==> config.mk <==
export PLATFORM = sky130hd
export DESIGN_NAME = sorted_docid_set_merge_flat
export DESIGN_NICKNAME = d
export VERILOG_FILES = /design/src/rtl/sdsm_pkg.sv /design/src/rtl/sdsm_in_if.sv /design/src/rtl/sdsm_out_if.sv /design/src/rtl/sdsm_list_mem.sv /design/src/rtl/sdsm_walk.sv /design/src/rtl/sorted_docid_set_merge.sv /design/src/flat_wrapper.sv
export SDC_FILE = /design/constraint.sdc
export NUM_CORES = 2
export LEC_CHECK = 0
export ABC_AREA = 1
export BUFFER_PORTS_ARGS = -buffer_cell sky130_fd_sc_hd__buf_4
export CORE_MARGIN = 3
export CORE_UTILIZATION = 40
export CTS_BUF_LIST = sky130_fd_sc_hd__clkbuf_16
export CTS_CLUSTER_SIZE = 24
export DETAILED_ROUTE_END_ITERATION = 8
export MAX_ROUTING_LAYER = met4
export PLACE_DENSITY = 0.65
export SLEW_MARGIN = 20
export SYNTH_ARGS = -nofsm -noshare
export SYNTH_HDL_FRONTEND = slang
export SYNTH_SLANG_ARGS = --single-unit
==> constraint.sdc <==
create_clock -name clk -period 6.51 [get_ports clk]
set_clock_uncertainty 0.15 [all_clocks]
set_input_delay 0.3255 -clock clk [delete_from_list [all_inputs] [get_ports clk]]
set_output_delay 0.3255 -clock clk [all_outputs]
set_load 0.02 [all_outputs]
==> src/rtl/sdsm_pkg.sv <==
// Package: shared constants, types and the merge rule decode for the doc-id set merge.
`default_nettype none
package sdsm_pkg;

	localparam int ID_W = 31;

	// input item kinds
	localparam logic [1:0] KIND_LOAD_A = 2'd0;
	localparam logic [1:0] KIND_LOAD_B = 2'd1;
	localparam logic [1:0] KIND_RUN    = 2'd2;

	// configuration register indexes
	localparam int CFG_IDX_W = 2;
	localparam logic [CFG_IDX_W-1:0] CFG_OPERATION  = 2'd0;
	localparam logic [CFG_IDX_W-1:0] CFG_FIRST_NEG  = 2'd1;
	localparam logic [CFG_IDX_W-1:0] CFG_SECOND_NEG = 2'd2;
	localparam int CFG_DATA_W = 1;

	// operator codes
	localparam logic OP_AND = 1'b0;

	// walk modes
	localparam logic [1:0] MODE_INTER = 2'd0;
	localparam logic [1:0] MODE_UNION = 2'd1;
	localparam logic [1:0] MODE_DIFF  = 2'd2;

	typedef struct packed {
		logic [1:0] mode;  // intersection, union or x minus y
		logic       swap;  // x is list B, y is list A
		logic       neg;   // result denotes a complement
	} run_cmd_t;

	typedef struct packed {
		logic idle;    // walker can take a new run, loads allowed
		logic finish;  // run closes this cycle: clear counts and overflow
	} walk_stat_t;

	function automatic run_cmd_t decode_run(input logic op, input logic na, input logic nb);
		run_cmd_t c;
		c.swap = 1'b0;
		c.neg  = (op != OP_AND);
		if (op == OP_AND) begin
			case ({na, nb})
				2'b00:   c.mode = MODE_INTER;
				2'b01:   c.mode = MODE_DIFF;
				2'b10: begin
					c.mode = MODE_DIFF;
					c.swap = 1'b1;
				end
				default: begin
					c.mode = MODE_UNION;
					c.neg  = 1'b1;
				end
			endcase
		end else begin
			case ({na, nb})
				2'b00: begin
					c.mode = MODE_UNION;
					c.neg  = 1'b0;
				end
				2'b01: begin
					c.mode = MODE_DIFF;
					c.swap = 1'b1;
				end
				2'b10:   c.mode = MODE_DIFF;
				default: c.mode = MODE_INTER;
			endcase
		end
		return c;
	endfunction

endpackage
`default_nettype wire

==> src/rtl/sdsm_in_if.sv <==
// Interface: input item channel (load or run commands).
`default_nettype none
interface sdsm_in_if;
	import sdsm_pkg::*;

	logic            valid;
	logic            ready;
	logic [1:0]      kind;
	logic [ID_W-1:0] doc_id;

	modport source (output valid, kind, doc_id, input ready);
	modport sink   (input valid, kind, doc_id, output ready);
endinterface
`default_nettype wire

==> src/rtl/sdsm_out_if.sv <==
// Interface: result item channel.
`default_nettype none
interface sdsm_out_if;
	import sdsm_pkg::*;

	logic            valid;
	logic            ready;
	logic [ID_W-1:0] result_id;
	logic            result_negated;
	logic            is_empty;
	logic            overflow;
	logic            last;

	modport source (output valid, result_id, result_negated, is_empty, overflow, last,
		input ready);
	modport sink   (input valid, result_id, result_negated, is_empty, overflow, last,
		output ready);
endinterface
`default_nettype wire

==> src/rtl/sdsm_list_mem.sv <==
// Module: one id list store, single write port, single registered read port.
`default_nettype none
module sdsm_list_mem #(
	parameter int DEPTH = 32,
	parameter int AW    = 5,
	parameter int W     = 31
) (
	input  logic          clk,
	input  logic          wr_en,
	input  logic [AW-1:0] wr_addr,
	input  logic [W-1:0]  wr_data,
	input  logic [AW-1:0] rd_addr,
	output logic [W-1:0]  rd_data
);
	logic [W-1:0] mem_q [DEPTH];
	logic [W-1:0] rd_data_q;

	always_ff @(posedge clk) begin
		if (wr_en) begin
			mem_q[wr_addr] <= wr_data;
		end
	end

	always_ff @(posedge clk) begin
		rd_data_q <= mem_q[rd_addr];
	end

	assign rd_data = rd_data_q;
endmodule
`default_nettype wire

==> src/rtl/sdsm_walk.sv <==
// Module: two-pointer merge sequencer with one shared comparator and a result register.
`default_nettype none
module sdsm_walk #(
	parameter int AW = 5,
	parameter int CW = 6
) (
	input  logic                     clk,
	input  logic                     arst_n,
	input  logic                     start,
	input  sdsm_pkg::run_cmd_t       cmd,
	input  logic [CW-1:0]            count_a,
	input  logic [CW-1:0]            count_b,
	input  logic                     overflow,
	input  logic [sdsm_pkg::ID_W-1:0] rd_a,
	input  logic [sdsm_pkg::ID_W-1:0] rd_b,
	output logic [AW-1:0]            addr_a,
	output logic [AW-1:0]            addr_b,
	output sdsm_pkg::walk_stat_t     stat,
	sdsm_out_if.source               results
);
	import sdsm_pkg::*;

	typedef enum logic [3:0] {
		ST_IDLE   = 4'b0001,
		ST_FETCH  = 4'b0010,
		ST_CMP    = 4'b0100,
		ST_FINISH = 4'b1000
	} state_t;

	state_t          state_q;
	run_cmd_t        cmd_q;
	logic [CW-1:0]   i_q, j_q;
	logic            pend_valid_q;
	logic [ID_W-1:0] pend_id_q;

	logic            out_valid_q;
	logic [ID_W-1:0] out_id_q;
	logic            out_neg_q, out_empty_q, out_ovf_q, out_last_q;

	logic [CW-1:0]   nx, ny;
	logic [ID_W-1:0] xd, yd;
	logic            have_x, have_y, x_lt, x_eq;
	logic            emit, adv_i, adv_j, done;
	logic [ID_W-1:0] emit_id;
	logic            out_free, stall, step, finish;

	// x/y are A/B, or B/A for the reversed difference
	assign nx = cmd_q.swap ? count_b : count_a;
	assign ny = cmd_q.swap ? count_a : count_b;
	assign xd = cmd_q.swap ? rd_b : rd_a;
	assign yd = cmd_q.swap ? rd_a : rd_b;

	assign addr_a = cmd_q.swap ? j_q[AW-1:0] : i_q[AW-1:0];
	assign addr_b = cmd_q.swap ? i_q[AW-1:0] : j_q[AW-1:0];

	assign have_x = (i_q < nx);
	assign have_y = (j_q < ny);
	// the shared compare unit
	assign x_lt   = (xd < yd);
	assign x_eq   = (xd == yd);

	always_comb begin
		emit    = 1'b0;
		emit_id = xd;
		adv_i   = 1'b0;
		adv_j   = 1'b0;
		done    = 1'b0;
		if (have_x && have_y) begin
			if (x_lt) begin
				emit  = (cmd_q.mode != MODE_INTER);
				adv_i = 1'b1;
			end else if (x_eq) begin
				emit  = (cmd_q.mode != MODE_DIFF);
				adv_i = 1'b1;
				adv_j = 1'b1;
			end else begin
				emit    = (cmd_q.mode == MODE_UNION);
				emit_id = yd;
				adv_j   = 1'b1;
			end
		end else if (have_x && (cmd_q.mode != MODE_INTER)) begin
			emit  = 1'b1;
			adv_i = 1'b1;
		end else if (have_y && (cmd_q.mode == MODE_UNION)) begin
			emit    = 1'b1;
			emit_id = yd;
			adv_j   = 1'b1;
		end else begin
			done = 1'b1;
		end
	end

	assign out_free = !out_valid_q || results.ready;
	// a new id pushes the held one out, so it needs a free result slot
	assign stall    = emit && pend_valid_q && !out_free;
	assign step     = (state_q == ST_CMP) && !stall;
	assign finish   = (state_q == ST_FINISH) && out_free;

	always_ff @(posedge clk or negedge arst_n) begin
		if (!arst_n) begin
			state_q      <= ST_IDLE;
			pend_valid_q <= 1'b0;
			out_valid_q  <= 1'b0;
		end else begin
			if (results.ready) begin
				out_valid_q <= 1'b0;
			end
			case (state_q)
				ST_IDLE: begin
					if (start) begin
						pend_valid_q <= 1'b0;
						state_q      <= ST_FETCH;
					end
				end
				ST_FETCH: begin
					state_q <= ST_CMP;
				end
				ST_CMP: begin
					if (step) begin
						if (emit) begin
							pend_valid_q <= 1'b1;
						end
						if (emit && pend_valid_q) begin
							out_valid_q <= 1'b1;
						end
						state_q <= done ? ST_FINISH : ST_FETCH;
					end
				end
				ST_FINISH: begin
					if (finish) begin
						out_valid_q  <= 1'b1;
						pend_valid_q <= 1'b0;
						state_q      <= ST_IDLE;
					end
				end
				default: begin
					state_q <= ST_IDLE;
				end
			endcase
		end
	end

	// datapath registers
	always_ff @(posedge clk) begin
		if (state_q == ST_IDLE && start) begin
			cmd_q <= cmd;
			i_q   <= '0;
			j_q   <= '0;
		end
		if (step) begin
			if (adv_i) begin
				i_q <= i_q + 1'b1;
			end
			if (adv_j) begin
				j_q <= j_q + 1'b1;
			end
			if (emit) begin
				pend_id_q <= emit_id;
			end
			if (emit && pend_valid_q) begin
				out_id_q    <= pend_id_q;
				out_neg_q   <= cmd_q.neg;
				out_empty_q <= 1'b0;
				out_ovf_q   <= overflow;
				out_last_q  <= 1'b0;
			end
		end
		if (finish) begin
			out_id_q    <= pend_valid_q ? pend_id_q : '0;
			out_neg_q   <= cmd_q.neg;
			out_empty_q <= !pend_valid_q;
			out_ovf_q   <= overflow;
			out_last_q  <= 1'b1;
		end
	end

	assign stat.idle   = (state_q == ST_IDLE);
	assign stat.finish = finish;

	assign results.valid          = out_valid_q;
	assign results.result_id      = out_id_q;
	assign results.result_negated = out_neg_q;
	assign results.is_empty       = out_empty_q;
	assign results.overflow       = out_ovf_q;
	assign results.last           = out_last_q;
endmodule
`default_nettype wire

==> src/rtl/sorted_docid_set_merge.sv <==
// Top level: sorted doc-id list merge (intersection, union, difference with negation).
// Loads: one per cycle while idle, no result; the id is written in the same cycle.
// Run: each two-pointer step reads, then compares; up to ca+cb advancing steps plus
//   a last step that finds both lists spent, then a close step.
// Throughput is set by the single registered read port per list and the shared comparator.
// Reset clears counts, overflow flag, config and the sequencer; list contents stay unknown.
`default_nettype none
module sorted_docid_set_merge #(
	parameter int LIST_DEPTH = 32
) (
	input  logic                            clk,
	input  logic                            arst_n,
	sdsm_in_if.sink                         items,
	sdsm_out_if.source                      results,
	input  logic                            cfg_wr_en,
	input  logic [sdsm_pkg::CFG_IDX_W-1:0]  cfg_index,
	input  logic [sdsm_pkg::CFG_DATA_W-1:0] cfg_wdata
);
	import sdsm_pkg::*;

	// address width for the stores, count width holds the full depth
	localparam int AW = (LIST_DEPTH > 1) ? $clog2(LIST_DEPTH) : 1;
	localparam int CW = $clog2(LIST_DEPTH + 1);
	localparam logic [CW-1:0] FULL = CW'(LIST_DEPTH);

	// configuration registers
	logic op_q, neg_a_q, neg_b_q;

	// list fill state
	logic [CW-1:0] count_a_q, count_b_q;
	logic          ovf_q;

	logic            in_xfer;
	logic            load_a, load_b, run;
	logic [AW-1:0]   addr_a, addr_b;
	logic [ID_W-1:0] rd_a, rd_b;
	walk_stat_t      stat;
	run_cmd_t        cmd;

	// items are taken only while the walker is idle
	assign items.ready = stat.idle;
	assign in_xfer     = items.valid && items.ready;
	assign load_a      = in_xfer && (items.kind == KIND_LOAD_A);
	assign load_b      = in_xfer && (items.kind == KIND_LOAD_B);
	assign run         = in_xfer && (items.kind == KIND_RUN);
	// the unused kind code falls through with no effect

	assign cmd = decode_run(op_q, neg_a_q, neg_b_q);

	always_ff @(posedge clk or negedge arst_n) begin
		if (!arst_n) begin
			op_q    <= 1'b0;
			neg_a_q <= 1'b0;
			neg_b_q <= 1'b0;
		end else if (cfg_wr_en) begin
			case (cfg_index)
				CFG_OPERATION:  op_q    <= cfg_wdata[0];
				CFG_FIRST_NEG:  neg_a_q <= cfg_wdata[0];
				CFG_SECOND_NEG: neg_b_q <= cfg_wdata[0];
				default: ;
			endcase
		end
	end

	// counts and the overflow flag; a run closes by clearing all three
	always_ff @(posedge clk or negedge arst_n) begin
		if (!arst_n) begin
			count_a_q <= '0;
			count_b_q <= '0;
			ovf_q     <= 1'b0;
		end else if (stat.finish) begin
			count_a_q <= '0;
			count_b_q <= '0;
			ovf_q     <= 1'b0;
		end else begin
			if (load_a) begin
				if (count_a_q < FULL) begin
					count_a_q <= count_a_q + 1'b1;
				end else begin
					ovf_q <= 1'b1;
				end
			end
			if (load_b) begin
				if (count_b_q < FULL) begin
					count_b_q <= count_b_q + 1'b1;
				end else begin
					ovf_q <= 1'b1;
				end
			end
		end
	end

	sdsm_list_mem #(
		.DEPTH (LIST_DEPTH),
		.AW    (AW),
		.W     (ID_W)
	) u_list_a (
		.clk     (clk),
		.wr_en   (load_a && (count_a_q < FULL)),
		.wr_addr (count_a_q[AW-1:0]),
		.wr_data (items.doc_id),
		.rd_addr (addr_a),
		.rd_data (rd_a)
	);

	sdsm_list_mem #(
		.DEPTH (LIST_DEPTH),
		.AW    (AW),
		.W     (ID_W)
	) u_list_b (
		.clk     (clk),
		.wr_en   (load_b && (count_b_q < FULL)),
		.wr_addr (count_b_q[AW-1:0]),
		.wr_data (items.doc_id),
		.rd_addr (addr_b),
		.rd_data (rd_b)
	);

	// sequencer: holds one found id back so the final one can be marked last
	sdsm_walk #(
		.AW (AW),
		.CW (CW)
	) u_walk (
		.clk      (clk),
		.arst_n   (arst_n),
		.start    (run),
		.cmd      (cmd),
		.count_a  (count_a_q),
		.count_b  (count_b_q),
		.overflow (ovf_q),
		.rd_a     (rd_a),
		.rd_b     (rd_b),
		.addr_a   (addr_a),
		.addr_b   (addr_b),
		.stat     (stat),
		.results  (results)
	);
endmodule
`default_nettype wire

==> src/flat_wrapper.sv <==
// flat-port wrapper written by rule: the top's interface ports become plain ports
module sorted_docid_set_merge_flat import sdsm_pkg::*;
#(
	parameter int LIST_DEPTH = 32
)
  (clk, arst_n, cfg_wr_en, cfg_index, cfg_wdata, items_valid, items_kind, items_doc_id, items_ready, results_valid, results_result_id, results_result_negated, results_is_empty, results_overflow, results_last, results_ready);
  sdsm_in_if items_i ();
  sdsm_out_if results_i ();
  input  logic clk;
  input  logic arst_n;
  input  logic cfg_wr_en;
  input  logic [sdsm_pkg::CFG_IDX_W-1:0] cfg_index;
  input  logic [sdsm_pkg::CFG_DATA_W-1:0] cfg_wdata;
  input wire logic [$bits(items_i.valid)-1:0] items_valid;
  input wire logic [$bits(items_i.kind)-1:0] items_kind;
  input wire logic [$bits(items_i.doc_id)-1:0] items_doc_id;
  output wire logic [$bits(items_i.ready)-1:0] items_ready;
  output wire logic [$bits(results_i.valid)-1:0] results_valid;
  output wire logic [$bits(results_i.result_id)-1:0] results_result_id;
  output wire logic [$bits(results_i.result_negated)-1:0] results_result_negated;
  output wire logic [$bits(results_i.is_empty)-1:0] results_is_empty;
  output wire logic [$bits(results_i.overflow)-1:0] results_overflow;
  output wire logic [$bits(results_i.last)-1:0] results_last;
  input wire logic [$bits(results_i.ready)-1:0] results_ready;
  assign items_i.valid = items_valid;
  assign items_i.kind = items_kind;
  assign items_i.doc_id = items_doc_id;
  assign items_ready = items_i.ready;
  assign results_valid = results_i.valid;
  assign results_result_id = results_i.result_id;
  assign results_result_negated = results_i.result_negated;
  assign results_is_empty = results_i.is_empty;
  assign results_overflow = results_i.overflow;
  assign results_last = results_i.last;
  assign results_i.ready = results_ready;
  sorted_docid_set_merge #(.LIST_DEPTH(LIST_DEPTH)) u_core (.clk(clk), .arst_n(arst_n), .items(items_i), .results(results_i), .cfg_wr_en(cfg_wr_en), .cfg_index(cfg_index), .cfg_wdata(cfg_wdata));
endmodule
==> impl_summary.log <==
INFO  metric min_path_type = input pin to flip-flop
INFO  metric crit_type = flip-flop to flip-flop
INFO  metric critical_path.endpoint = u_core.u_walk.pend_id_q[26]$_DFFE_PP_
INFO  metric placementRows = 168
INFO  metric critical_path.reg2reg.startpoint = u_core.u_walk.cmd_q[1]$_DFFE_PP_
INFO  metric finalWeightedCongestion = 0.905
INFO  metric critPathLaunchType = flip-flop
INFO  metric fmaxAchievable = 0.213 GHz
INFO  metric die_width = 468 um
INFO  metric wire_length_of_the_first_global_routing_pass = 365000 um
INFO  metric timing.slew.headroom = 28.6%
INFO  metric post-synth-top-area-fraction = 72.2%
INFO  metric multiInputGateArea = 0.0198 sq mm
INFO  metric period_needed = 4690 ps
INFO  metric synth_sequential_area_ratio = 74.6%
INFO  metric drtAntennaViolNets = 0
INFO  metric post_synth.cell_area_avg = 13.3 sq um
INFO  metric worst_slew_pin_slew = 1070 ps
INFO  metric finalSetupTns = 0 ps
INFO  metric outcome = finished, final reports clean
INFO  metric ys_ff_latch = 2150
INFO  metric utilization = 45.7%
INFO  metric fillerInstances = 18300
INFO  metric final_hold_violating_endpoints = 0
INFO  metric synth.area.top_cells = edfxtp_1, o21ai_0, nor2_1, o221ai_1, dfxtp_1
INFO  metric drt_pass1_iterations = 7
INFO  metric htree_num_levels = 4
INFO  metric critical-path-max-stage-delay = 870 ps
INFO  metric worst-endpoint-arrival = 5040 ps
INFO  metric antenna_violations_before_repair = 7
INFO  metric layout.nets = 6523
INFO  metric grt_max_degree = 180
INFO  metric cts.repair_timing.setup_buffer_count = 0
INFO  metric max_cap_viol_count = 0
INFO  metric syn-instance-count = 6407
INFO  metric via_count = 56000
INFO  metric remaining_routing_drc_violations = 0
INFO  metric max-clock-path-buffers = 3
INFO  metric synth_cell_types = 49
INFO  metric clock_tree_from_tritoncts = yes
INFO  metric chipHeight = 468 um
INFO  metric grt_overflow = 0
INFO  metric seq_cell_area = 0.0637 sq mm
INFO  metric finalSetupViolCount = 0
INFO  metric starting_density = 40.5%
INFO  metric cts_inserted_buffers = 207
INFO  metric cp_cell_sequence = buf_4, buf_4, mux2i_1, inv_1, ha_1, a21o_1, nor2_1, nand2_1, a21oi_1, nand2_1, nand2_1, nand3_1, nand2_2, inv_2, nand3_2, nand2_4, inv_2, nand2_2, inv_1, buf_4
INFO  metric p_leak = 30.8 nW
INFO  metric worst-endpoint-required = 6860 ps
INFO  metric regToRegSetupSlack = 1820 ps
INFO  metric cts.repair.resized = 0
INFO  metric worst_r2r_endpoint = u_core.u_walk.pend_id_q[26]$_DFFE_PP_
INFO  metric io_buffers = 77
INFO  metric vias_per_cell = 5.95
INFO  metric violation_count_after_the_first_detailed_routing_iteration = 6708
INFO  metric layout-drive-gt1-share = 8.98%
INFO  metric dpl_hpwl = 138000 um
INFO  metric synth.yosys.warnings = 0
INFO  metric syn2layout_area_growth = 12.8%
INFO  metric placeableCoreArea = 0.211 sq mm
INFO  metric portion_of_the_clock_cycle_consumed_by_the_worst_path_in_the_final_layout = 72.1%
INFO  metric worst_setup_hold_path_clk_slew = 60 ps
INFO  metric post_synth_instance_area = 0.0854 sq mm
INFO  metric setup.worst_path.start = u_core.u_walk.cmd_q[1]$_DFFE_PP_
INFO  metric cts_root_buf = clkbuf_16
INFO  metric cts.sinks = 2150
INFO  metric gr-usage-all-layers = 23.2%
INFO  metric library_cell_occupying_the_most_area_in_the_post_synthesis_netlist = edfxtp_1
INFO  metric timing.critical_path.to_type = flip-flop
INFO  metric syn_nets = 6504
INFO  metric unrepaired_setup_endpoints_after_global_routing = no
INFO  metric rr_worst_depth = 20
INFO  metric critical_path_peak_fanout = 31
INFO  metric detail_route.wl_per_cell = 26.7 um
INFO  metric floorplan.die_area = 0.219 sq mm
INFO  metric pwr_density = 389 mW/mm^2
INFO  metric crit_path_top_delay_cell = edfxtp_1
INFO  metric worst_skew_pair.late_latency = 860 ps
INFO  metric grt_pass1_vias = 53500
INFO  metric ir_drop = 0.391 mV
INFO  metric ios = 78
INFO  metric route.final.wire_length = 251000 um
INFO  metric final_max_slew_viols = 0
-- where the power goes --
| part | internal [mW] | switching [mW] | leakage (nW) |
|---|---|---|---|
| logic | 2.71 | 7.42 | 8.20 |
| registers | 15.7 | 0.416 | 19.4 |
| clock network | 6.12 | 5.15 | 3.29 |
| total | 24.5 | 13.0 | 30.8 |
-- logic make-up (layout without fill, tap and decap cells) --
logic type	after synthesis	in the layout	share of synthesized area (%)
flops	2150	2150	74.6
other cells	0	5	0
fa+ha+maj	56	56	0.821
buf+inv	604	800	2.92
mux	40	40	0.469
xor+xnor	8	8	0.0821
simple gates	1653	1653	7.61
compound gates	1896	1896	13.5
-- cell type report --
cell class | instances | area share (%)
diodes | 5 | 0.0130
well taps | 2805 | 3.64
flip-flops and latches | 2150 | 66.1
clock inverters | 176 | 1.10
inverters | 147 | 0.607
multi-input cells | 3653 | 20.5
repair buffers | 267 | 2.50
clock buffers | 210 | 5.46
-- registers in the layout, indices dropped and copies added (netlist names) --
| name | count |
|---|---|
| u_core.count_a_q | 6 |
| u_core.count_b_q | 6 |
| u_core.neg_a_q | 1 |
| u_core.neg_b_q | 1 |
| u_core.op_q | 1 |
| u_core.ovf_q | 1 |
| u_core.u_list_a.mem_q | 992 |
| u_core.u_list_a.rd_data | 31 |
| u_core.u_list_b.mem_q | 992 |
| u_core.u_list_b.rd_data | 31 |
| u_core.u_walk.cmd_q | 4 |
| u_core.u_walk.i_q | 6 |
| u_core.u_walk.j_q | 6 |
| u_core.u_walk.pend_id_q | 31 |
| u_core.u_walk.pend_valid_q | 1 |
| u_core.u_walk.results.is_empty | 1 |
| u_core.u_walk.results.last | 1 |
| u_core.u_walk.results.overflow | 1 |
| u_core.u_walk.results.result_id | 31 |
| u_core.u_walk.results.result_negated | 1 |
| u_core.u_walk.results.valid | 1 |
| u_core.u_walk.state_q | 4 |
-- layout by cell type, fill, tap and decap left out, types with 5 or more instances in the layout --
cell type | netlist | final
nand3_1 | 142 | 142
inv_1 | 136 | 191
a211oi_1 | 19 | 19
o21ai_0 | 1078 | 1077
o211ai_1 | 77 | 77
xor2_1 | 5 | 5
o22ai_1 | 110 | 110
dlygate4sd3_1 | 0 | 45
a31oi_1 | 108 | 108
clkinv_2 | 0 | 20
a21oi_1 | 54 | 53
nand2_4 | 2 | 5
ha_1 | 56 | 56
nand2_2 | 5 | 5
inv_6 | 0 | 12
o221ai_1 | 387 | 387
dfrtp_1 | 21 | 21
clkbuf_16 | 0 | 210
clkinv_1 | 1 | 65
o21ai_4 | 0 | 8
inv_2 | 10 | 8
nor2_4 | 2 | 63
bufinv_16 | 0 | 7
edfxtp_1 | 2053 | 2053
diode_2 | 0 | 5
nor3_1 | 20 | 15
buf_4 | 22 | 199
dfxtp_1 | 75 | 75
clkinvlp_4 | 0 | 7
nand2_1 | 273 | 270
nor2_1 | 1198 | 1137
mux2i_1 | 40 | 40
nor3_2 | 0 | 5
buf_12 | 0 | 22
o21ai_1 | 46 | 42
-- synthesized netlist by cell type (all sizes together) --
| cell type | n |
|---|---|
| nand4 | 2 |
| edfxtp | 2053 |
| a21o | 2 |
| nand2 | 280 |
| o221ai | 387 |
| o22ai | 110 |
| mux2i | 40 |
| a211oi | 19 |
| a21boi | 1 |
| xor2 | 5 |
| dfrtp | 21 |
| a22o | 1 |
| ha | 56 |
| nor4 | 1 |
| nand3b | 2 |
| nor3 | 21 |
| dfxtp | 75 |
| o21bai | 2 |
| a21oi | 54 |
| a31oi | 108 |
| and3 | 1 |
| dfstp | 1 |
| or2 | 2 |
| clkbuf | 340 |
| o211ai | 77 |
| a2111oi | 2 |
| inv | 146 |
| nand3 | 143 |
| o31ai | 1 |
| buf | 117 |
| xnor2 | 3 |
| a32oi | 1 |
| o21ai | 1128 |
| clkinv | 1 |
| o21a | 3 |
| nor2 | 1201 |
-- metrics by stage --
stage	total power [mW]	setup WS, ps	cell area, sq um	instances	hold WS, ps
5_1_grt	39.0	1510	96300	9410	217
3_5_place_dp	26.3	1730	89500	8975	120
3_3_place_gp	26.1	1730	89500	8975	114
2_1_floorplan	22.3	1640	85400	6407	-120
6_report	37.5	1820	96300	9413	208
4_1_cts	37.5	1730	96300	9407	134
-- critical path: cells and delay by family, from the launching register on --
| kind | cells | cell delay [ps] |
|---|---|---|
| and+or+nand+nor | 9 | 980 |
| muxes | 1 | 180 |
| DFF | 1 | 870 |
| AOI/OAI and AO/OA | 2 | 350 |
| adders and majority gates | 1 | 310 |
| buffers and inverters | 7 | 1470 |
-- metal layers --
| metal | track usage (%) | routed length (um) | vias up |
|---|---|---|---|
| li1 | - | - | 24300 |
| met1 | 30.8 | 101000 | 28200 |
| met4 | 10.6 | 12600 | 0 |
| met3 | 4.04 | 22800 | 512 |
| met2 | 34.9 | 115000 | 2984 |
| met5 | - | 0 | - |
-- worst min-delay path by stage --
stage / cells past startpoint / start / slack, ps / to
final: 4 / cfg_wdata / 210 / u_core.neg_a_q$_DFFE_PN0P_
after detailed placement: 1 / arst_n / 120 / u_core.neg_b_q$_DFFE_PN0P_
after global routing: 4 / cfg_wdata / 220 / u_core.neg_b_q$_DFFE_PN0P_
after floorplan: 0 / arst_n / -120 / u_core.count_a_q[0]$_DFFE_PN0P_
after CTS: 4 / cfg_index[0] / 130 / u_core.neg_a_q$_DFFE_PN0P_
after global placement: 1 / arst_n / 110 / u_core.neg_b_q$_DFFE_PN0P_
-- repair_timing --
item,CTS,global route
setup endpoints to repair,0,0
endpoints found under the hold margin,1995,0
hold buffers,46,0
(Power assumes the default switching activity.)
